File: src/rtl/rwpc_pkg.sv
`timescale 1ns / 1ps
// Shared types, field widths and classification thresholds for the window pixel counter.
package rwpc_pkg;

    // Field widths
    localparam int PIX_W    = 16;
    localparam int COORD_W  = 10;
    localparam int EDGE_W   = 11;
    localparam int STRIDE_W = 12;
    localparam int COUNT_W  = 21;
    localparam int CFG_IDX_W  = 3;
    localparam int CFG_DATA_W = 21;

    // Frame size limits; compares run at CMP_W bits so limits up to 8191 fit
    localparam int MAX_WIDTH  = 1024;
    localparam int MAX_HEIGHT = 1024;
    localparam int CMP_W      = 13;

    localparam logic [COUNT_W-1:0] COUNT_MAX = {COUNT_W{1'b1}};

    // RGB565 thresholds
    localparam logic [4:0] WHITE_R_MIN = 5'd24;
    localparam logic [5:0] WHITE_G_MIN = 6'd48;
    localparam logic [4:0] WHITE_B_MIN = 5'd24;
    localparam logic [4:0] BLUE_R_MAX  = 5'd10;
    localparam logic [5:0] BLUE_G_MIN  = 6'd24;
    localparam logic [4:0] BLUE_B_MIN  = 5'd18;

    // Configuration register indexes
    typedef enum logic [CFG_IDX_W-1:0] {
        REG_X_START      = 3'd0,
        REG_X_END        = 3'd1,
        REG_Y_START      = 3'd2,
        REG_Y_END        = 3'd3,
        REG_STRIDE_BYTES = 3'd4,
        REG_MIN_COUNT    = 3'd5,
        REG_MATCH_MODE   = 3'd6
    } cfg_idx_t;

    // Current configuration
    typedef struct packed {
        logic [COORD_W-1:0]  x_start;
        logic [EDGE_W-1:0]   x_end;
        logic [COORD_W-1:0]  y_start;
        logic [EDGE_W-1:0]   y_end;
        logic [STRIDE_W-1:0] stride_bytes;
        logic [COUNT_W-1:0]  min_count;
        logic                match_mode;
    } cfg_t;

    // Per-pixel evaluation handed to the counter
    typedef struct packed {
        logic hit;
        logic win_valid;
    } pix_eval_t;

endpackage

File: src/rtl/rwpc_ifs.sv
`timescale 1ns / 1ps
// Valid/ready channel interfaces: pixel input, result output and register writes.
interface rwpc_pix_if import rwpc_pkg::*; ();
    logic               valid;
    logic               ready;
    logic [PIX_W-1:0]   pixel_value;
    logic [COORD_W-1:0] col;
    logic [COORD_W-1:0] row;
    logic               last_pixel;

    modport source (output valid, pixel_value, col, row, last_pixel, input ready);
    modport sink   (input valid, pixel_value, col, row, last_pixel, output ready);
endinterface

interface rwpc_res_if import rwpc_pkg::*; ();
    logic               valid;
    logic               ready;
    logic [COUNT_W-1:0] match_count;
    logic               passes;
    logic               window_invalid;

    modport source (output valid, match_count, passes, window_invalid, input ready);
    modport sink   (input valid, match_count, passes, window_invalid, output ready);
endinterface

interface rwpc_cfg_if import rwpc_pkg::*; ();
    logic                  valid;
    logic                  ready;
    logic [CFG_IDX_W-1:0]  index;
    logic [CFG_DATA_W-1:0] data;

    modport source (output valid, index, data, input ready);
    modport sink   (input valid, index, data, output ready);
endinterface

File: src/rtl/rwpc_cfg_regs.sv
`timescale 1ns / 1ps
// Configuration register file written through the register write channel.
module rwpc_cfg_regs
    import rwpc_pkg::*;
(
    input  logic         clk,
    input  logic         rst_n,
    rwpc_cfg_if.sink     cfg,
    output cfg_t         cfg_q
);

    cfg_t cfg_reg;
    cfg_t cfg_next;

    assign cfg.ready = 1'b1;
    assign cfg_q     = cfg_reg;

    // Decode the write index; drop writes to unknown indexes
    always_comb
    begin
        cfg_next = cfg_reg;
        if (cfg.valid)
        begin
            case (cfg_idx_t'(cfg.index))
                REG_X_START:      cfg_next.x_start      = cfg.data[COORD_W-1:0];
                REG_X_END:        cfg_next.x_end        = cfg.data[EDGE_W-1:0];
                REG_Y_START:      cfg_next.y_start      = cfg.data[COORD_W-1:0];
                REG_Y_END:        cfg_next.y_end        = cfg.data[EDGE_W-1:0];
                REG_STRIDE_BYTES: cfg_next.stride_bytes = cfg.data[STRIDE_W-1:0];
                REG_MIN_COUNT:    cfg_next.min_count    = cfg.data[COUNT_W-1:0];
                REG_MATCH_MODE:   cfg_next.match_mode   = cfg.data[0];
                default:          cfg_next = cfg_reg;
            endcase
        end
    end

    // Hold the registers
    always_ff @(posedge clk or negedge rst_n)
    begin
        if (!rst_n)
        begin
            cfg_reg <= '0;
        end
        else
        begin
            cfg_reg <= cfg_next;
        end
    end

endmodule

File: src/rtl/rwpc_match.sv
`timescale 1ns / 1ps
// Pixel color classification and window/stride test for one registered pixel.
module rwpc_match
    import rwpc_pkg::*;
(
    input  logic [PIX_W-1:0]   pixel_value,
    input  logic [COORD_W-1:0] col,
    input  logic [COORD_W-1:0] row,
    input  cfg_t               cfg_q,
    output pix_eval_t          eval
);

    logic [4:0]          red;
    logic [5:0]          green;
    logic [4:0]          blue;
    logic                is_white;
    logic                is_blue;
    logic                color_hit;
    logic                win_valid;
    logic                in_x;
    logic                in_y;
    logic                in_stride;
    logic                in_frame;
    logic [STRIDE_W-1:0] last_byte;

    // Split the 5-6-5 fields and classify
    assign red   = pixel_value[15:11];
    assign green = pixel_value[10:5];
    assign blue  = pixel_value[4:0];

    assign is_white  = (red >= WHITE_R_MIN) && (green >= WHITE_G_MIN) && (blue >= WHITE_B_MIN);
    assign is_blue   = (red <= BLUE_R_MAX) && (green >= BLUE_G_MIN) && (blue >= BLUE_B_MIN);
    assign color_hit = is_white || (cfg_q.match_mode && is_blue);

    // Window must be non-empty and stride nonzero
    assign win_valid = (cfg_q.x_end > {1'b0, cfg_q.x_start})
                    && (cfg_q.y_end > {1'b0, cfg_q.y_start})
                    && (cfg_q.stride_bytes != '0);

    // Half-open window bounds
    assign in_x = (col >= cfg_q.x_start) && ({1'b0, col} < cfg_q.x_end);
    assign in_y = (row >= cfg_q.y_start) && ({1'b0, row} < cfg_q.y_end);

    // Last byte of the pixel must lie inside the row stride
    assign last_byte = {1'b0, col, 1'b1};
    assign in_stride = last_byte < cfg_q.stride_bytes;

    // Pixels past the frame limits never count
    assign in_frame = (CMP_W'(col) < CMP_W'(MAX_WIDTH)) && (CMP_W'(row) < CMP_W'(MAX_HEIGHT));

    assign eval.hit       = win_valid && in_x && in_y && in_stride && in_frame && color_hit;
    assign eval.win_valid = win_valid;

endmodule

File: src/rtl/rgb565_window_pixel_counter.sv
`timescale 1ns / 1ps
// Top level: input register, pixel evaluation, saturating counter and result register.
//
//  channel | dir | fields                                  | transfer
//  pix     | in  | pixel_value, col, row, last_pixel       | valid & ready
//  res     | out | match_count, passes, window_invalid     | valid & ready
//  cfg     | in  | index, data                             | valid & ready (ready tied high)
//
// One pixel per cycle unless a frame end stalls: a pixel is held in the input register, is
// evaluated and counted on the way out; the result of a last pixel is registered in the cycle after.
// Reset clears configuration, count and valid flags. The input register drains into
// the counter unless it holds a last pixel and the result register is still occupied,
// so a stalled result only holds the input back once a second frame end arrives.
module rgb565_window_pixel_counter
    import rwpc_pkg::*;
(
    input  logic      clk,
    input  logic      rst_n,
    rwpc_pix_if.sink  pix,
    rwpc_res_if.source res,
    rwpc_cfg_if.sink  cfg
);

    cfg_t               cfg_q;
    pix_eval_t          eval;

    logic               s1_valid_reg;
    logic               s1_valid_next;
    logic [PIX_W-1:0]   s1_pix_reg;
    logic [COORD_W-1:0] s1_col_reg;
    logic [COORD_W-1:0] s1_row_reg;
    logic               s1_last_reg;
    logic               s1_fire;
    logic               pix_accept;

    logic [COUNT_W-1:0] count_reg;
    logic [COUNT_W-1:0] count_next;
    logic [COUNT_W-1:0] count_upd;

    logic               res_valid_reg;
    logic               res_valid_next;
    logic [COUNT_W-1:0] res_count_reg;
    logic               res_passes_reg;
    logic               res_invalid_reg;
    logic [COUNT_W-1:0] frame_count;

    rwpc_cfg_regs u_cfg_regs (
        .clk   (clk),
        .rst_n (rst_n),
        .cfg   (cfg),
        .cfg_q (cfg_q)
    );

    rwpc_match u_match (
        .pixel_value (s1_pix_reg),
        .col         (s1_col_reg),
        .row         (s1_row_reg),
        .cfg_q       (cfg_q),
        .eval        (eval)
    );

    // Drain the input register unless a frame end finds the result slot full
    assign s1_fire    = s1_valid_reg && (!s1_last_reg || !res_valid_reg || res.ready);
    assign pix.ready  = !s1_valid_reg || s1_fire;
    assign pix_accept = pix.valid && pix.ready;

    assign s1_valid_next = pix_accept ? 1'b1 : (s1_fire ? 1'b0 : s1_valid_reg);

    // Advance the saturating count
    assign count_upd   = (eval.hit && (count_reg != COUNT_MAX)) ? count_reg + 1'b1 : count_reg;
    assign frame_count = eval.win_valid ? count_upd : '0;

    always_comb
    begin
        count_next = count_reg;
        if (s1_fire)
        begin
            count_next = s1_last_reg ? '0 : count_upd;
        end
    end

    // Present a result after each frame end; hold it until taken
    always_comb
    begin
        res_valid_next = res_valid_reg && !res.ready;
        if (s1_fire && s1_last_reg)
        begin
            res_valid_next = 1'b1;
        end
    end

    // Control registers
    always_ff @(posedge clk or negedge rst_n)
    begin
        if (!rst_n)
        begin
            s1_valid_reg  <= 1'b0;
            count_reg     <= '0;
            res_valid_reg <= 1'b0;
        end
        else
        begin
            s1_valid_reg  <= s1_valid_next;
            count_reg     <= count_next;
            res_valid_reg <= res_valid_next;
        end
    end

    // Capture the pixel transaction
    always_ff @(posedge clk)
    begin
        if (pix_accept)
        begin
            s1_pix_reg  <= pix.pixel_value;
            s1_col_reg  <= pix.col;
            s1_row_reg  <= pix.row;
            s1_last_reg <= pix.last_pixel;
        end
    end

    // Load the result payload at a frame end
    always_ff @(posedge clk)
    begin
        if (s1_fire && s1_last_reg)
        begin
            res_count_reg   <= frame_count;
            res_passes_reg  <= eval.win_valid && (frame_count >= cfg_q.min_count);
            res_invalid_reg <= !eval.win_valid;
        end
    end

    assign res.valid          = res_valid_reg;
    assign res.match_count    = res_count_reg;
    assign res.passes         = res_passes_reg;
    assign res.window_invalid = res_invalid_reg;

`ifndef SYNTHESIS
    // An invalid window reports an empty, failing count
    a_invalid_empty: assert property (@(posedge clk) disable iff (!rst_n)
        (res_valid_reg && res_invalid_reg) |-> (res_count_reg == '0 && !res_passes_reg))
        else $error("invalid window reported a nonzero count or a pass");

    // The count restarts after every frame end
    a_count_clear: assert property (@(posedge clk) disable iff (!rst_n)
        (s1_fire && s1_last_reg) |=> (count_reg == '0))
        else $error("count not cleared after frame end");

    // Within a frame the count never falls
    a_count_mono: assert property (@(posedge clk) disable iff (!rst_n)
        (s1_fire && !s1_last_reg) |=> (count_reg >= $past(count_reg)))
        else $error("count decreased within a frame");
`endif

endmodule
File: src/flat_wrapper.sv
// flat-port wrapper written by rule: the top's interface ports become plain ports
module rgb565_window_pixel_counter_flat import rwpc_pkg::*;
  (clk, rst_n, pix_valid, pix_pixel_value, pix_col, pix_row, pix_last_pixel, pix_ready, res_valid, res_match_count, res_passes, res_window_invalid, res_ready, cfg_valid, cfg_index, cfg_data, cfg_ready);
  rwpc_pix_if pix_i ();
  rwpc_res_if res_i ();
  rwpc_cfg_if cfg_i ();
  input  logic clk;
  input  logic rst_n;
  input wire logic [$bits(pix_i.valid)-1:0] pix_valid;
  input wire logic [$bits(pix_i.pixel_value)-1:0] pix_pixel_value;
  input wire logic [$bits(pix_i.col)-1:0] pix_col;
  input wire logic [$bits(pix_i.row)-1:0] pix_row;
  input wire logic [$bits(pix_i.last_pixel)-1:0] pix_last_pixel;
  output wire logic [$bits(pix_i.ready)-1:0] pix_ready;
  output wire logic [$bits(res_i.valid)-1:0] res_valid;
  output wire logic [$bits(res_i.match_count)-1:0] res_match_count;
  output wire logic [$bits(res_i.passes)-1:0] res_passes;
  output wire logic [$bits(res_i.window_invalid)-1:0] res_window_invalid;
  input wire logic [$bits(res_i.ready)-1:0] res_ready;
  input wire logic [$bits(cfg_i.valid)-1:0] cfg_valid;
  input wire logic [$bits(cfg_i.index)-1:0] cfg_index;
  input wire logic [$bits(cfg_i.data)-1:0] cfg_data;
  output wire logic [$bits(cfg_i.ready)-1:0] cfg_ready;
  assign pix_i.valid = pix_valid;
  assign pix_i.pixel_value = pix_pixel_value;
  assign pix_i.col = pix_col;
  assign pix_i.row = pix_row;
  assign pix_i.last_pixel = pix_last_pixel;
  assign pix_ready = pix_i.ready;
  assign res_valid = res_i.valid;
  assign res_match_count = res_i.match_count;
  assign res_passes = res_i.passes;
  assign res_window_invalid = res_i.window_invalid;
  assign res_i.ready = res_ready;
  assign cfg_i.valid = cfg_valid;
  assign cfg_i.index = cfg_index;
  assign cfg_i.data = cfg_data;
  assign cfg_ready = cfg_i.ready;
  rgb565_window_pixel_counter u_core (.clk(clk), .rst_n(rst_n), .pix(pix_i), .res(res_i), .cfg(cfg_i));
endmodule
File: config.mk
export PLATFORM = sky130hd
export DESIGN_NAME = rgb565_window_pixel_counter_flat
export DESIGN_NICKNAME = d
export VERILOG_FILES = /design/src/rtl/rwpc_pkg.sv /design/src/rtl/rwpc_ifs.sv /design/src/rtl/rwpc_cfg_regs.sv /design/src/rtl/rwpc_match.sv /design/src/rtl/rgb565_window_pixel_counter.sv /design/src/flat_wrapper.sv
export SDC_FILE = /design/constraint.sdc
export NUM_CORES = 1
export LEC_CHECK = 0
export BUFFER_PORTS_ARGS = -buffer_cell sky130_fd_sc_hd__buf_2
export CORE_MARGIN = 8
export CORE_UTILIZATION = 30
export CTS_BUF_LIST = sky130_fd_sc_hd__clkbuf_4
export DETAILED_ROUTE_END_ITERATION = 10
export HOLD_SLACK_MARGIN = 0.03
export PLACE_DENSITY = 0.46
export SYNTH_ARGS = -nofsm -noshare
export SYNTH_HDL_FRONTEND = slang
export SYNTH_SLANG_ARGS = --single-unit
File: constraint.sdc
create_clock -name clk -period 6 [get_ports clk]
set_input_delay 0.3 -clock clk [delete_from_list [all_inputs] [get_ports clk]]
set_output_delay 0.3 -clock clk [all_outputs]
set_load 0.01 [all_outputs]
==> run summary, run 1 <==
outcome -> finished clean
peak supply drop -> 0.121 mV
internal power -> 1.89 mW
Post-Route WL -> 21,300 µm
clock latency on the worst-skew pair -> 0.55 ns
Cell Rows -> 61
dpl cell area -> 9290 µm²
TritonRoute pass-1 iters -> 4
starting density of the core -> 30.3%
Hold Startpoint -> cfg_data[3]
Post-synth ARST share -> 63.9%
TritonCTS clock tree -> yes
share of layout cells above drive strength 1 -> 19.6%
PortBufs -> 86
core area -> 27,600 µm²
RSZ-0062 raised after global routing -> false
area growth from synthesis to layout -> 21.5%
CP cell instances -> ha_1 -> a21o_1 -> a221o_1 -> a31oi_1 -> o211ai_2 -> nor3b_4 -> buf_4 -> nand2_1 -> xor2_1 -> or2_2 -> ha_1 -> nand2b_1 -> a21oi_1 -> nor2b_1 -> o21ai_0 -> a21oi_1 -> o21ai_0 -> a31oi_1 -> o21ba_2
syn_area_per_cell -> 10.9 µm²
crit start category -> flip-flop
register area share after synthesis -> 49.6%
worst reg2reg path startpoint -> u_core.s1_col_reg[5]$_DFFE_PP_
fin nets -> 1,074
H-tree depth reported by CTS -> 4
Critical Path Fanout Max -> 18
WL/cell -> 16.2 µm
YS warnings -> 0
Num CTS Buffers -> 17
DR DRC count -> 0
Top Usage Layer GRT -> met2
GR Overflow Total -> 0
clock-pin slew of the registers on the worst-case setup and hold paths -> 0.15 ns
actual slew at the worst max-slew pin -> 0.994 ns
CP max stage cell -> edfxtp_1
Lkg Pwr -> 4.55 nW
WS Path Type -> reg -> reg
post-synthesis register bit count -> 155
largest net degree at the start of global routing -> 63
clock power share -> 27.4%
routability cong. -> 0.774
Psw -> 887 µW
sequential power share -> 48.0%
Post-Syn Area -> 8380 µm²
Die Ht -> 183 µm
# IOs -> 92
Post-Synthesis Cells -> 769
Clock Tree Root -> clkbuf_4
clk_skew -> 0.0298 ns
chip width -> 183 µm
post-DP HPWL -> 15,800 µm
Overall Global Routing Usage -> 13.1%
cts repair resizes -> 0
post-route ant nets -> 0
EDFF count, synth -> 56
Sink Count -> 155
CP Capture Type -> flip-flop
initial antenna violation count -> 1
vias in the first global route -> 6,126
Crit. Startpoint -> u_core.s1_col_reg[5]$_DFFE_PP_
Pwr Density -> 272 nW/µm²
Worst Hold Class -> in -> reg
combinational share of power -> 24.6%
max_cap viols -> 0
Most used DFF post-synth -> dfrtp_1
slowest cell delay on critical path -> 0.47 ns
Required @ worst endpoint -> 6.32 ns
Fin. Hold Viols -> 0
drt initial violations -> 329
post-layout min period -> 4.60 ns
Final Setup Violations -> 0
Synth cell types -> 57
clk buf depth -> 2
flip-flop count of the largest register after layout -> 76
hold_buf cts -> 55
via count -> 6,116
met1 Use GR -> 17.7%
slew margin rel. -> 33.7%
M2 GR Usage -> 21.5%
first-pass GRT wire length -> 34,700 µm
Die Area -> 33,600 µm²
via/cell ratio -> 4.67
met3 usage -> 3.07%
Synth Net Count -> 924
total negative slack -> 0 ns
Final Max Slew Viols -> 0
Period Utilization, post-route -> 76.7%
fmax -> 217 MHz
buffer count from post-CTS setup fixing -> 0
Arr. time, crit path -> 4.92 ns
Final Cell Area -> 10,200 µm²
switching fraction of total power -> 32.0%
[Yosys cell counts, drive strengths merged (7+ instances only)]
cell / number / area, µm²
nand2b: 7 / 43.8
edfxtp: 56 / 1680
ha: 89 / 1110
inv: 80 / 300
dfrtp: 99 / 2480
mux2: 41 / 462
nand2: 57 / 216
a31oi: 12 / 75.1
a21oi: 33 / 165
and3: 13 / 81.3
clkbuf: 13 / 48.8
o21ai: 65 / 325
nand3: 16 / 85.1
nor2: 33 / 124
buf: 7 / 37.5
nor3: 10 / 61.3
a21o: 14 / 105
xor2: 11 / 96.3
nand4: 18 / 113
nand4b: 8 / 85.1
o31ai: 10 / 75.1
[power by group through the flow]
stage / sequential, mW / clock [mW] / combinational (mW)
final: 1.33 / 0.760 / 0.684
after CTS: 1.33 / 0.793 / 0.699
after global routing: 1.35 / 0.832 / 0.802
after global placement: 1.35 / 0 / 0.658
after detailed placement: 1.35 / 0 / 0.668
after floorplan: 1.33 / 0 / 0.465
[placed cells by master, fill, tap and decap left out, types with 7 or more instances in the layout]
master / count
xor2_1: 11
edfxtp_1: 56
a21oi_1: 33
nand4_1: 18
o21ai_0: 65
nand4b_1: 7
dlygate4sd3_1: 55
buf_2: 85
clkbuf_4: 17
buf_4: 11
ha_1: 89
inv_1: 80
nand2_1: 56
nand2b_1: 7
mux2_2: 41
nor3_1: 8
nor2_1: 33
o31ai_1: 10
and3_1: 13
a21o_1: 14
dfrtp_1: 99
a31oi_1: 12
nand3_1: 15
[through the flow]
stage	setup WS [ns]	utilization (%)	cells	hold WS [ns]	total power, mW
floorplan	2.06	-	769	0.00441	1.79
global placement	1.40	33.6	1223	0.347	2.01
detailed placement	1.38	33.6	1223	0.341	2.02
CTS	1.34	36.9	1310	0.0367	2.82
global route	1.07	36.9	1311	0.0636	2.99
finish	1.40	36.9	1311	0.0942	2.78
[final timing paths]
kind,end,slack [ns],cells after the start
worst max-delay path,u_core.res.passes$_DFFE_PP_,1.40,19
worst min-delay path,u_core.u_cfg_regs.cfg_q[69]$_DFFE_PN0P_,0.09,3
worst max register to register,u_core.res.passes$_DFFE_PP_,1.40,19
worst min register to register,u_core.u_cfg_regs.cfg_q[7]$_DFFE_PN0P_,0.52,1
max in group asynchronous,u_core.u_cfg_regs.cfg_q[37]$_DFFE_PN0P_,4.46,3
min in group asynchronous,u_core.count_reg[13]$_DFFE_PN0P_,0.27,2
[layout make-up]
class	count	area, µm²
antenna	1	2.50
clock inverter	15	214
tap	378	473
fill	2834	17400
multi-input combinational	513	3850
clock buffer	17	128
sequential	155	4160
inverter	81	304
timing repair buffer	151	1060
[critical path, delay by kind of cell (launching register included)]
| kind | cells | cell delay [ns] |
|---|---|---|
| AO/OA/AOI/OAI | 10 | 2.00 |
| AND/OR/NAND/NOR | 5 | 0.87 |
| adder cells (fa/ha/maj) | 2 | 0.61 |
| flip-flops | 1 | 0.47 |
| buffers and inverters | 1 | 0.25 |
| XOR/XNOR | 1 | 0.18 |
[routing by layer]
layer | routed length (µm) | part of all wire, % | up-vias
met5 | 0 | 0 | -
met1 | 10400 | 49 | 2918
li1 | - | - | 3091
met2 | 9920 | 47 | 101
met3 | 824 | 3.9 | 6
met4 | 132 | 0.62 | 0
[logic make-up after synthesis]
group           Yosys count  synth area share (%)
xor+xnor                 17                  1.78
fa+ha+maj                89                  13.3
simple gates            201                  13.1
buf+inv                 101                  4.66
compound gates          163                  11.9
other cells               1                0.0447
mux                      42                  5.63
flops                   155                  49.6
Note: power is estimated with default switching activity, not from simulation.
==> inputs of run 2 (changes only) <==
--- a/config.mk
+++ b/config.mk
@@ -11,7 +11,7 @@
 export CTS_BUF_LIST = sky130_fd_sc_hd__clkbuf_4
 export DETAILED_ROUTE_END_ITERATION = 10
 export HOLD_SLACK_MARGIN = 0.03
-export PLACE_DENSITY = 0.46
+export PLACE_DENSITY = 0.48
 export SYNTH_ARGS = -nofsm -noshare
 export SYNTH_HDL_FRONTEND = slang
 export SYNTH_SLANG_ARGS = --single-unit
==> constraint.sdc (replaced) <==
create_clock -name clk -period 3.7 [get_ports clk]
set_input_delay 0.185 -clock clk [delete_from_list [all_inputs] [get_ports clk]]
set_output_delay 0.185 -clock clk [all_outputs]
set_load 0.01 [all_outputs]
==> run summary, run 2 (same netlist as run 1, synthesis figures left out) <==
clock latency on the worst-skew pair -> 0.59 ns (+0.04 ns)
PortBufs -> 86 (unchanged)
most used cell, CP -> a21oi_2
Final Max Slew Viols -> 0 (unchanged)
via/cell ratio -> 4.58 (-1.9%)
TritonRoute pass-1 iters -> 4 (unchanged)
via count -> 6,515 (+6.5%)
Worst Hold Class -> in -> reg
Die Ht -> 183 µm (unchanged)
Arr. time, crit path -> 4.29 ns (-0.63 ns)
Num CTS Buffers -> 17 (unchanged)
area growth from synthesis to layout -> 34.7%
worst setup slack after layout -> -0.236 ns (-1.63 ns)
flip-flop count of the largest register after layout -> 76 (unchanged)
WS Path Type -> reg -> reg
H-tree depth reported by CTS -> 4 (unchanged)
WL/cell -> 16.2 µm (+0.22%)
crit start category -> flip-flop
CP max stage cell -> edfxtp_1
slew margin rel. -> 33.6% (-0.077 points)
Clock Tree Root -> clkbuf_4
Bufs and invs on worst path -> 1 (unchanged)
chip width -> 183 µm (unchanged)
routability cong. -> 0.829 (+7.1%)
most frequent cells in the layout -> buf_4 (109), dfrtp_1 (99), buf_2 (85)
CP Capture Type -> flip-flop
# IOs -> 92 (unchanged)
share of layout cells above drive strength 1 -> 31.1% (+11 points)
DR DRC count -> 0 (unchanged)
post-route ant nets -> 0 (unchanged)
first-pass GRT wire length -> 36,100 µm (+4.0%)
max_cap viols -> 0 (unchanged)
Period Utilization, post-route -> 106% (+30 points)
fmax -> 254 MHz (+17%)
DP Cell Count -> 1,315 (+7.5%)
initial antenna violation count -> 1 (unchanged)
Hold Startpoint -> cfg_valid
cell family with most CP delay -> compound AO/OA/AOI/OAI gates
outcome -> finished with violations
Overall Global Routing Usage -> 13.7% (+0.59 points)
vias in the first global route -> 6,534 (+6.7%)
TritonCTS clock tree -> yes
Sink Count -> 155 (unchanged)
Fin. Hold Viols -> 0 (unchanged)
clk buf depth -> 2 (unchanged)
total negative slack -> -0.236 ns (-0.236 ns)
Critical Path Fanout Max -> 3 (-15)
Die Area -> 33,600 µm² (unchanged)
peak supply drop -> 0.195 mV (+61%)
Layout Cells excl Fill -> 1,423 (+8.5%)
Crit. Startpoint -> u_core.s1_col_reg[4]$_DFFE_PP_
Place WS -> -0.457 ns (-1.84 ns)
Lkg Pwr -> 5.14 nW (+13%)
RSZ-0062 raised after global routing -> true
CP cell instances -> ha_1 -> and3_4 -> a221o_1 -> a31oi_2 -> o211ai_2 -> nor3b_4 -> buf_6 -> nand2_4 -> xor2_2 -> or2_4 -> ha_4 -> nand2b_4 -> a21oi_2 -> nor2b_1 -> o21ai_1 -> a21oi_2 -> o21ai_2 -> a31oi_1 -> o21ba_2
post-layout min period -> 3.94 ns (-0.665 ns)
core area -> 27,600 µm² (unchanged)
GR Overflow Total -> 0 (unchanged)
clk_skew -> 0.0269 ns (-0.00290 ns)
clock-pin slew of the registers on the worst-case setup and hold paths -> 0.17 ns (+0.02 ns)
Final Setup Violations -> 1 (+1)
Post-Route WL -> 23,100 µm (+8.8%)
Required @ worst endpoint -> 4.05 ns (-2.27 ns)
Final Core Density -> 40.9% (+4.0 points)
slowest cell delay on critical path -> 0.48 ns (about the same)
Pwr Density -> 427 nW/µm² (+57%)
drt initial violations -> 335 (+1.8%)
failing checks -> setup timing
fin nets -> 1,185 (+10%)
Cell Rows -> 61 (unchanged)
actual slew at the worst max-slew pin -> 0.995 ns (+0.00116 ns)
worst reg2reg path startpoint -> u_core.s1_col_reg[4]$_DFFE_PP_
commonest non-fill, non-tap cell in the layout -> buf_4
largest net degree at the start of global routing -> 56 (-11%)
starting density of the core -> 30.3% (unchanged)
post-DP HPWL -> 17,000 µm (+7.4%)
==> run 2: changes by cell type in the layout (fill, tap and decap cells not counted), sizes merged <==
cell and change:
bufinv -1, inv +4, and4b +1, clkinvlp -1, clkinv -2, dlygate4sd3 +4, diode +1, buf +106
==> run 2: worst paths after layout <==
kind / endpoint / slack, ns / cells past startpoint
max: u_core.res.passes$_DFFE_PP_ / -0.24 / 19
min reg2reg: u_core.u_cfg_regs.cfg_q[9]$_DFFE_PN0P_ / 0.52 / 1
min: u_core.u_cfg_regs.cfg_q[0]$_DFFE_PN0P_ / 0.17 / 3
max reg2reg: u_core.res.passes$_DFFE_PP_ / -0.24 / 19
max in group asynchronous: u_core.u_cfg_regs.cfg_q[43]$_DFFE_PN0P_ / 2.74 / 3
min in group asynchronous: u_core.count_reg[16]$_DFFE_PN0P_ / 0.19 / 2
==> run 2: per-stage QoR <==
stage,total power [mW],hold slack (ns),instance area (µm²)
after floorplan,2.93,-0.111,8430
after global placement,3.47,0.324,10000
after detailed placement,3.48,0.329,10000
after CTS,4.79,0.102,11000
after global routing,5.15,0.118,11300
final,4.82,0.166,11300
==> run 2: final cells by class <==
class | count | area [µm²]
Antenna cell | 2 | 5.00
Clock buffer | 17 | 128
Clock inverter | 15 | 199
Fill cell | 2739 | 16300
Inverter | 81 | 304
Multi-Input combinational cell | 514 | 4090
Sequential cell | 155 | 4160
Tap cell | 378 | 473
Timing Repair Buffer | 261 | 1930
==> run 2: metal layers <==
layer	track usage [%]	part of all wire (%)
met2	22.7	48
met3	2.87	3.1
met5	0	0
met4	2.73	0.85
met1	18.3	48
==> run 2: repair_timing <==
item	4_1_cts	5_1_grt
cloned	0	1
pin swaps	10	31
setup buffers	4	11
gates resized for setup	3	37
endpoints found under the hold margin	165	0
hold buffers	59	0
setup endpoints to repair	1	1
==> run 2: worst reg2reg max path, delay by kind of cell (launching register included) <==
family	cells	cell delay, ns
xor+xnor	1	0.15
simple gates	6	0.90
fa+ha+maj	2	0.50
buf+inv	1	0.13
flops	1	0.48
compound gates	9	1.51
==> run 2: power breakdown <==
part	internal, mW	switching, mW	total, mW	leakage [nW]
Clock	0.496	0.722	1.22	0.173
Sequential	2.01	0.129	2.14	1.78
Combinational	0.724	0.737	1.46	3.19
==> inputs of run 3 (changes only) <==
--- a/config.mk
+++ b/config.mk
@@ -5,12 +5,14 @@
 export SDC_FILE = /design/constraint.sdc
 export NUM_CORES = 1
 export LEC_CHECK = 0
+export ABC_AREA = 1
 export BUFFER_PORTS_ARGS = -buffer_cell sky130_fd_sc_hd__buf_2
 export CORE_MARGIN = 8
 export CORE_UTILIZATION = 30
 export CTS_BUF_LIST = sky130_fd_sc_hd__clkbuf_4
 export DETAILED_ROUTE_END_ITERATION = 10
 export HOLD_SLACK_MARGIN = 0.03
+export MAX_ROUTING_LAYER = met4
 export PLACE_DENSITY = 0.48
 export SYNTH_ARGS = -nofsm -noshare
 export SYNTH_HDL_FRONTEND = slang
==> run summary, run 3 <==
outcome -> finished clean
flip-flop count of the largest register after layout -> 76 (unchanged)
core area -> 30,400 µm² (+10%)
Most used DFF post-synth -> dfrtp_1
WHS Path Cells -> 3 (unchanged)
Fill cells -> 3,119 (+14%)
vias in the first global route -> 7,224 (+11%)
via count -> 7,359 (+13%)
fmax -> 283 MHz (+11%)
Required @ worst endpoint -> 4.16 ns (+0.11 ns)
# IOs -> 92 (unchanged)
Period Utilization, post-route -> 95.6% (-11 points)
post-synth top area share -> 26.9% (-2.7 points)
via/cell ratio -> 4.45 (-2.9%)
Clock Tree Root -> clkbuf_4
area growth from synthesis to layout -> 28.8%
met3 usage -> 2.70% (-0.17 points)
post-synthesis register bit count -> 155 (unchanged)
Die Area -> 36,600 µm² (+9.0%)
post-DP HPWL -> 18,100 µm (+6.6%)
Post-synth ARST share -> 63.9% (unchanged)
Top Usage Layer GRT -> met2
Tot Pwr -> 4.59 mW (-4.9%)
Layout Cells excl Fill -> 1,655 (+16%)
Post-Syn Area -> 9220 µm² (+9.9%)
max_cap viols -> 0 (unchanged)
syn_area_per_cell -> 8.70 µm² (-20%)
Overall Global Routing Usage -> 14.0% (+0.29 points)
Worst Hold Slack -> 0.0675 ns (-0.0984 ns)
Bufs and invs on worst path -> 3 (+2)
worst reg2reg path startpoint -> u_core.s1_col_reg[4]$_DFFE_PP_
Final Max Slew Viols -> 0 (unchanged)
M2 GR Usage -> 21.9% (-0.85 points)
CP cell instances -> buf_6 -> ha_4 -> a21oi_2 -> nor2_1 -> nor2_1 -> nand3_2 -> nand2_4 -> nand3_2 -> nor2_4 -> buf_12 -> nand3_4 -> nand2_2 -> nor2_4 -> ha_1 -> nand2_1 -> nor2_4 -> nand4_1 -> nor4_1 -> o21ai_1 -> nand4_1 -> nand2_1 -> inv_1
Arr. time, crit path -> 4.00 ns (-0.29 ns)
DR DRC count -> 0 (unchanged)
commonest cells in the netlist -> nand2_1 (258), inv_1 (149), dfrtp_1 (99)
routability cong. -> 0.864 (+4.2%)
Hold EP -> u_core.u_cfg_regs.cfg_q[8]$_DFFE_PN0P_
post-route ant nets -> 0 (unchanged)
clk buf depth -> 2 (unchanged)
share of layout cells above drive strength 1 -> 25.1% (-5.9 points)
cell family with most CP delay -> simple AND/OR/NAND/NOR gates
Post-Synthesis Cells -> 1,059 (+38%)
slew margin rel. -> 38.6% (+5.1 points)
Num CTS Buffers -> 17 (unchanged)
largest net degree at the start of global routing -> 62 (+11%)
Crit. Startpoint -> u_core.s1_col_reg[4]$_DFFE_PP_
Final Setup Violations -> 0 (-1)
GR Overflow Total -> 0 (unchanged)
CP max stage cell -> edfxtp_1
Lkg Pwr -> 5.52 nW (+7.3%)
initial antenna violation count -> 1 (unchanged)
TritonRoute pass-1 iters -> 5 (+1)
register area share after synthesis -> 45.1% (-4.5 points)
chip width -> 191 µm (+4.4%)
Pwr Density -> 386 nW/µm² (-9.5%)
DP Cell Count -> 1,533 (+17%)
YS warnings -> 0 (unchanged)
EDFF count, synth -> 56 (unchanged)
peak supply drop -> 0.221 mV (+13%)
worst reg2reg endpoint -> u_core.res.passes$_DFFE_PP_
WS Path Type -> reg -> reg
Register Area -> 4160 µm² (unchanged)
WL/cell -> 15.0 µm (-7.5%)
clk_skew -> 0.0310 ns (+0.00413 ns)
crit start category -> flip-flop
worst reg2reg setup slack -> 0.16 ns (+0.40 ns)
commonest non-fill, non-tap cell in the layout -> nand2_1
area of the multi-input gates -> 4830 µm² (+18%)
Critical Path Fanout Max -> 6 (+3)
Hold Startpoint -> cfg_data[7]
PortBufs -> 86 (unchanged)
most numerous cell in the Yosys netlist -> nand2_1
Fin. Hold Viols -> 0 (unchanged)
starting density of the core -> 30.3% (-0.062 points)
Sink Count -> 155 (unchanged)
Synth Net Count -> 1,214 (+31%)
most frequent cells in the layout -> nand2_1 (242), inv_1 (144), dfrtp_1 (99)
clock latency on the worst-skew pair -> 0.60 ns (about the same)
post-layout min period -> 3.54 ns (-0.397 ns)
fin nets -> 1,400 (+18%)
Worst Hold Class -> in -> reg
Synth cell types -> 38 (-33%)
synth top area cells -> dfrtp_1 (27%), edfxtp_1 (18%), ha_1 (12%), nand2_1 (11%), inv_1 (6.1%)
H-tree depth reported by CTS -> 4 (unchanged)
reg2reg path depth -> 22 (+3)
Cell Rows -> 64 (+4.9%)
Yosys top cell by area -> dfrtp_1
CP Capture Type -> flip-flop
actual slew at the worst max-slew pin -> 0.919 ns (-0.0759 ns)
slowest cell delay on critical path -> 0.51 ns (+0.03 ns)
Post-Route WL -> 24,900 µm (+7.6%)
met1 Use GR -> 18.4% (+0.078 points)
clock-pin slew of the registers on the worst-case setup and hold paths -> 0.18 ns (about the same)
drt initial violations -> 341 (+1.8%)
most used cell, CP -> nor2_4
TritonCTS clock tree -> yes
first-pass GRT wire length -> 38,900 µm (+7.8%)
Die Ht -> 191 µm (+4.4%)
run 3: changes by cell type in the layout (fill, tap and decap cells not counted), sizes merged, moves of 10 or more:
cell,delta
o31ai,-10
and3,-12
a21o,-10
inv,+72
nand2,+224
o21ai,+12
nand3,+57
buf,-73
nor2,+62
mux2,-41
run 3: power breakdown:
part | switching [mW] | total (mW) | internal, mW | leakage (nW)
Combinational | 0.787 | 1.33 | 0.548 | 3.56
Clock | 0.721 | 1.14 | 0.415 | 0.154
Sequential | 0.137 | 2.12 | 1.98 | 1.80
run 3: per-layer routing:
layer	vias up	part of all wire (%)	wire (µm)
li1	3810	-	-
met1	3394	49	12200
met2	133	45	11300
met3	22	3.8	957
met4	0	1.8	452
met5	-	0	0
run 3: repair_timing:
| item | in CTS | in global routing |
|---|---|---|
| setup buffers | 0 | 25 |
| gates resized for setup | 0 | 103 |
| hold buffers | 62 | 0 |
| hold endpoints to repair | 153 | 0 |
| endpoints found under the setup margin | 0 | 1 |
run 3: area by class of cell:
| type | instances | area share, % |
|---|---|---|
| clock buffer | 17 | 1.08 |
| inverter | 157 | 5.00 |
| multi-input combinational | 721 | 40.7 |
| tap | 396 | 4.18 |
| sequential | 155 | 35.0 |
| clock inverter | 15 | 1.39 |
| antenna | 1 | 0.0211 |
| timing repair buffer | 193 | 12.6 |
run 3: how the worst max path moves through the flow:
| stage | endpoint | slack [ns] | depth (start not counted) |
|---|---|---|---|
| after floorplan | u_core.res.passes$_DFFE_PP_ | 0.68 | 21 |
| after global routing | u_core.res.passes$_DFFE_PP_ | -0.06 | 22 |
| after CTS | u_core.res.passes$_DFFE_PP_ | 0.10 | 20 |
| after detailed placement | u_core.res.passes$_DFFE_PP_ | 0.16 | 20 |
| final | u_core.res.passes$_DFFE_PP_ | 0.16 | 22 |
| after global placement | u_core.res.passes$_DFFE_PP_ | 0.23 | 21 |
run 3: worst reg2reg max path, stage by stage (launching register included):
cell and delay, ns:
edfxtp_1 0.51, buf_6 0.17, ha_4 0.21, a21oi_2 0.14, nor2_1 0.06, nor2_1 0.13, nand3_2 0.14, nand2_4 0.12
nand3_2 0.10, nor2_4 0.26, buf_12 0.17, nand3_4 0.07, nand2_2 0.10, nor2_4 0.04, ha_1 0.29, nand2_1 0.09
nor2_4 0.11, nand4_1 0.13, nor4_1 0.25, o21ai_1 0.11, nand4_1 0.08, nand2_1 0.06, inv_1 0.04
run 3: kinds of logic after synthesis:
| kind of cell | count (synthesis) | share of synthesized area [%] |
|---|---|---|
| buffers and inverters | 183 | 7.92 |
| and+or+nand+nor | 485 | 25.9 |
| AOI/OAI and AO/OA | 129 | 7.33 |
| adders and majority gates | 89 | 12.1 |
| DFF | 155 | 45.1 |
| other | 1 | 0.0407 |
| xor gates and xnor gates | 17 | 1.62 |
run 3: through the flow:
| stage | cell area, µm² | TNS, ns | util (%) | worst slack, ns |
|---|---|---|---|---|
| after floorplan | 9220 | 0 | - | 0.678 |
| after global placement | 10200 | 0 | 33.4 | 0.234 |
| after detailed placement | 10200 | 0 | 33.4 | 0.165 |
| after CTS | 11100 | 0 | 36.5 | 0.101 |
| after global routing | 11900 | -0.0564 | 39.0 | -0.0564 |
| final | 11900 | 0 | 39.0 | 0.162 |
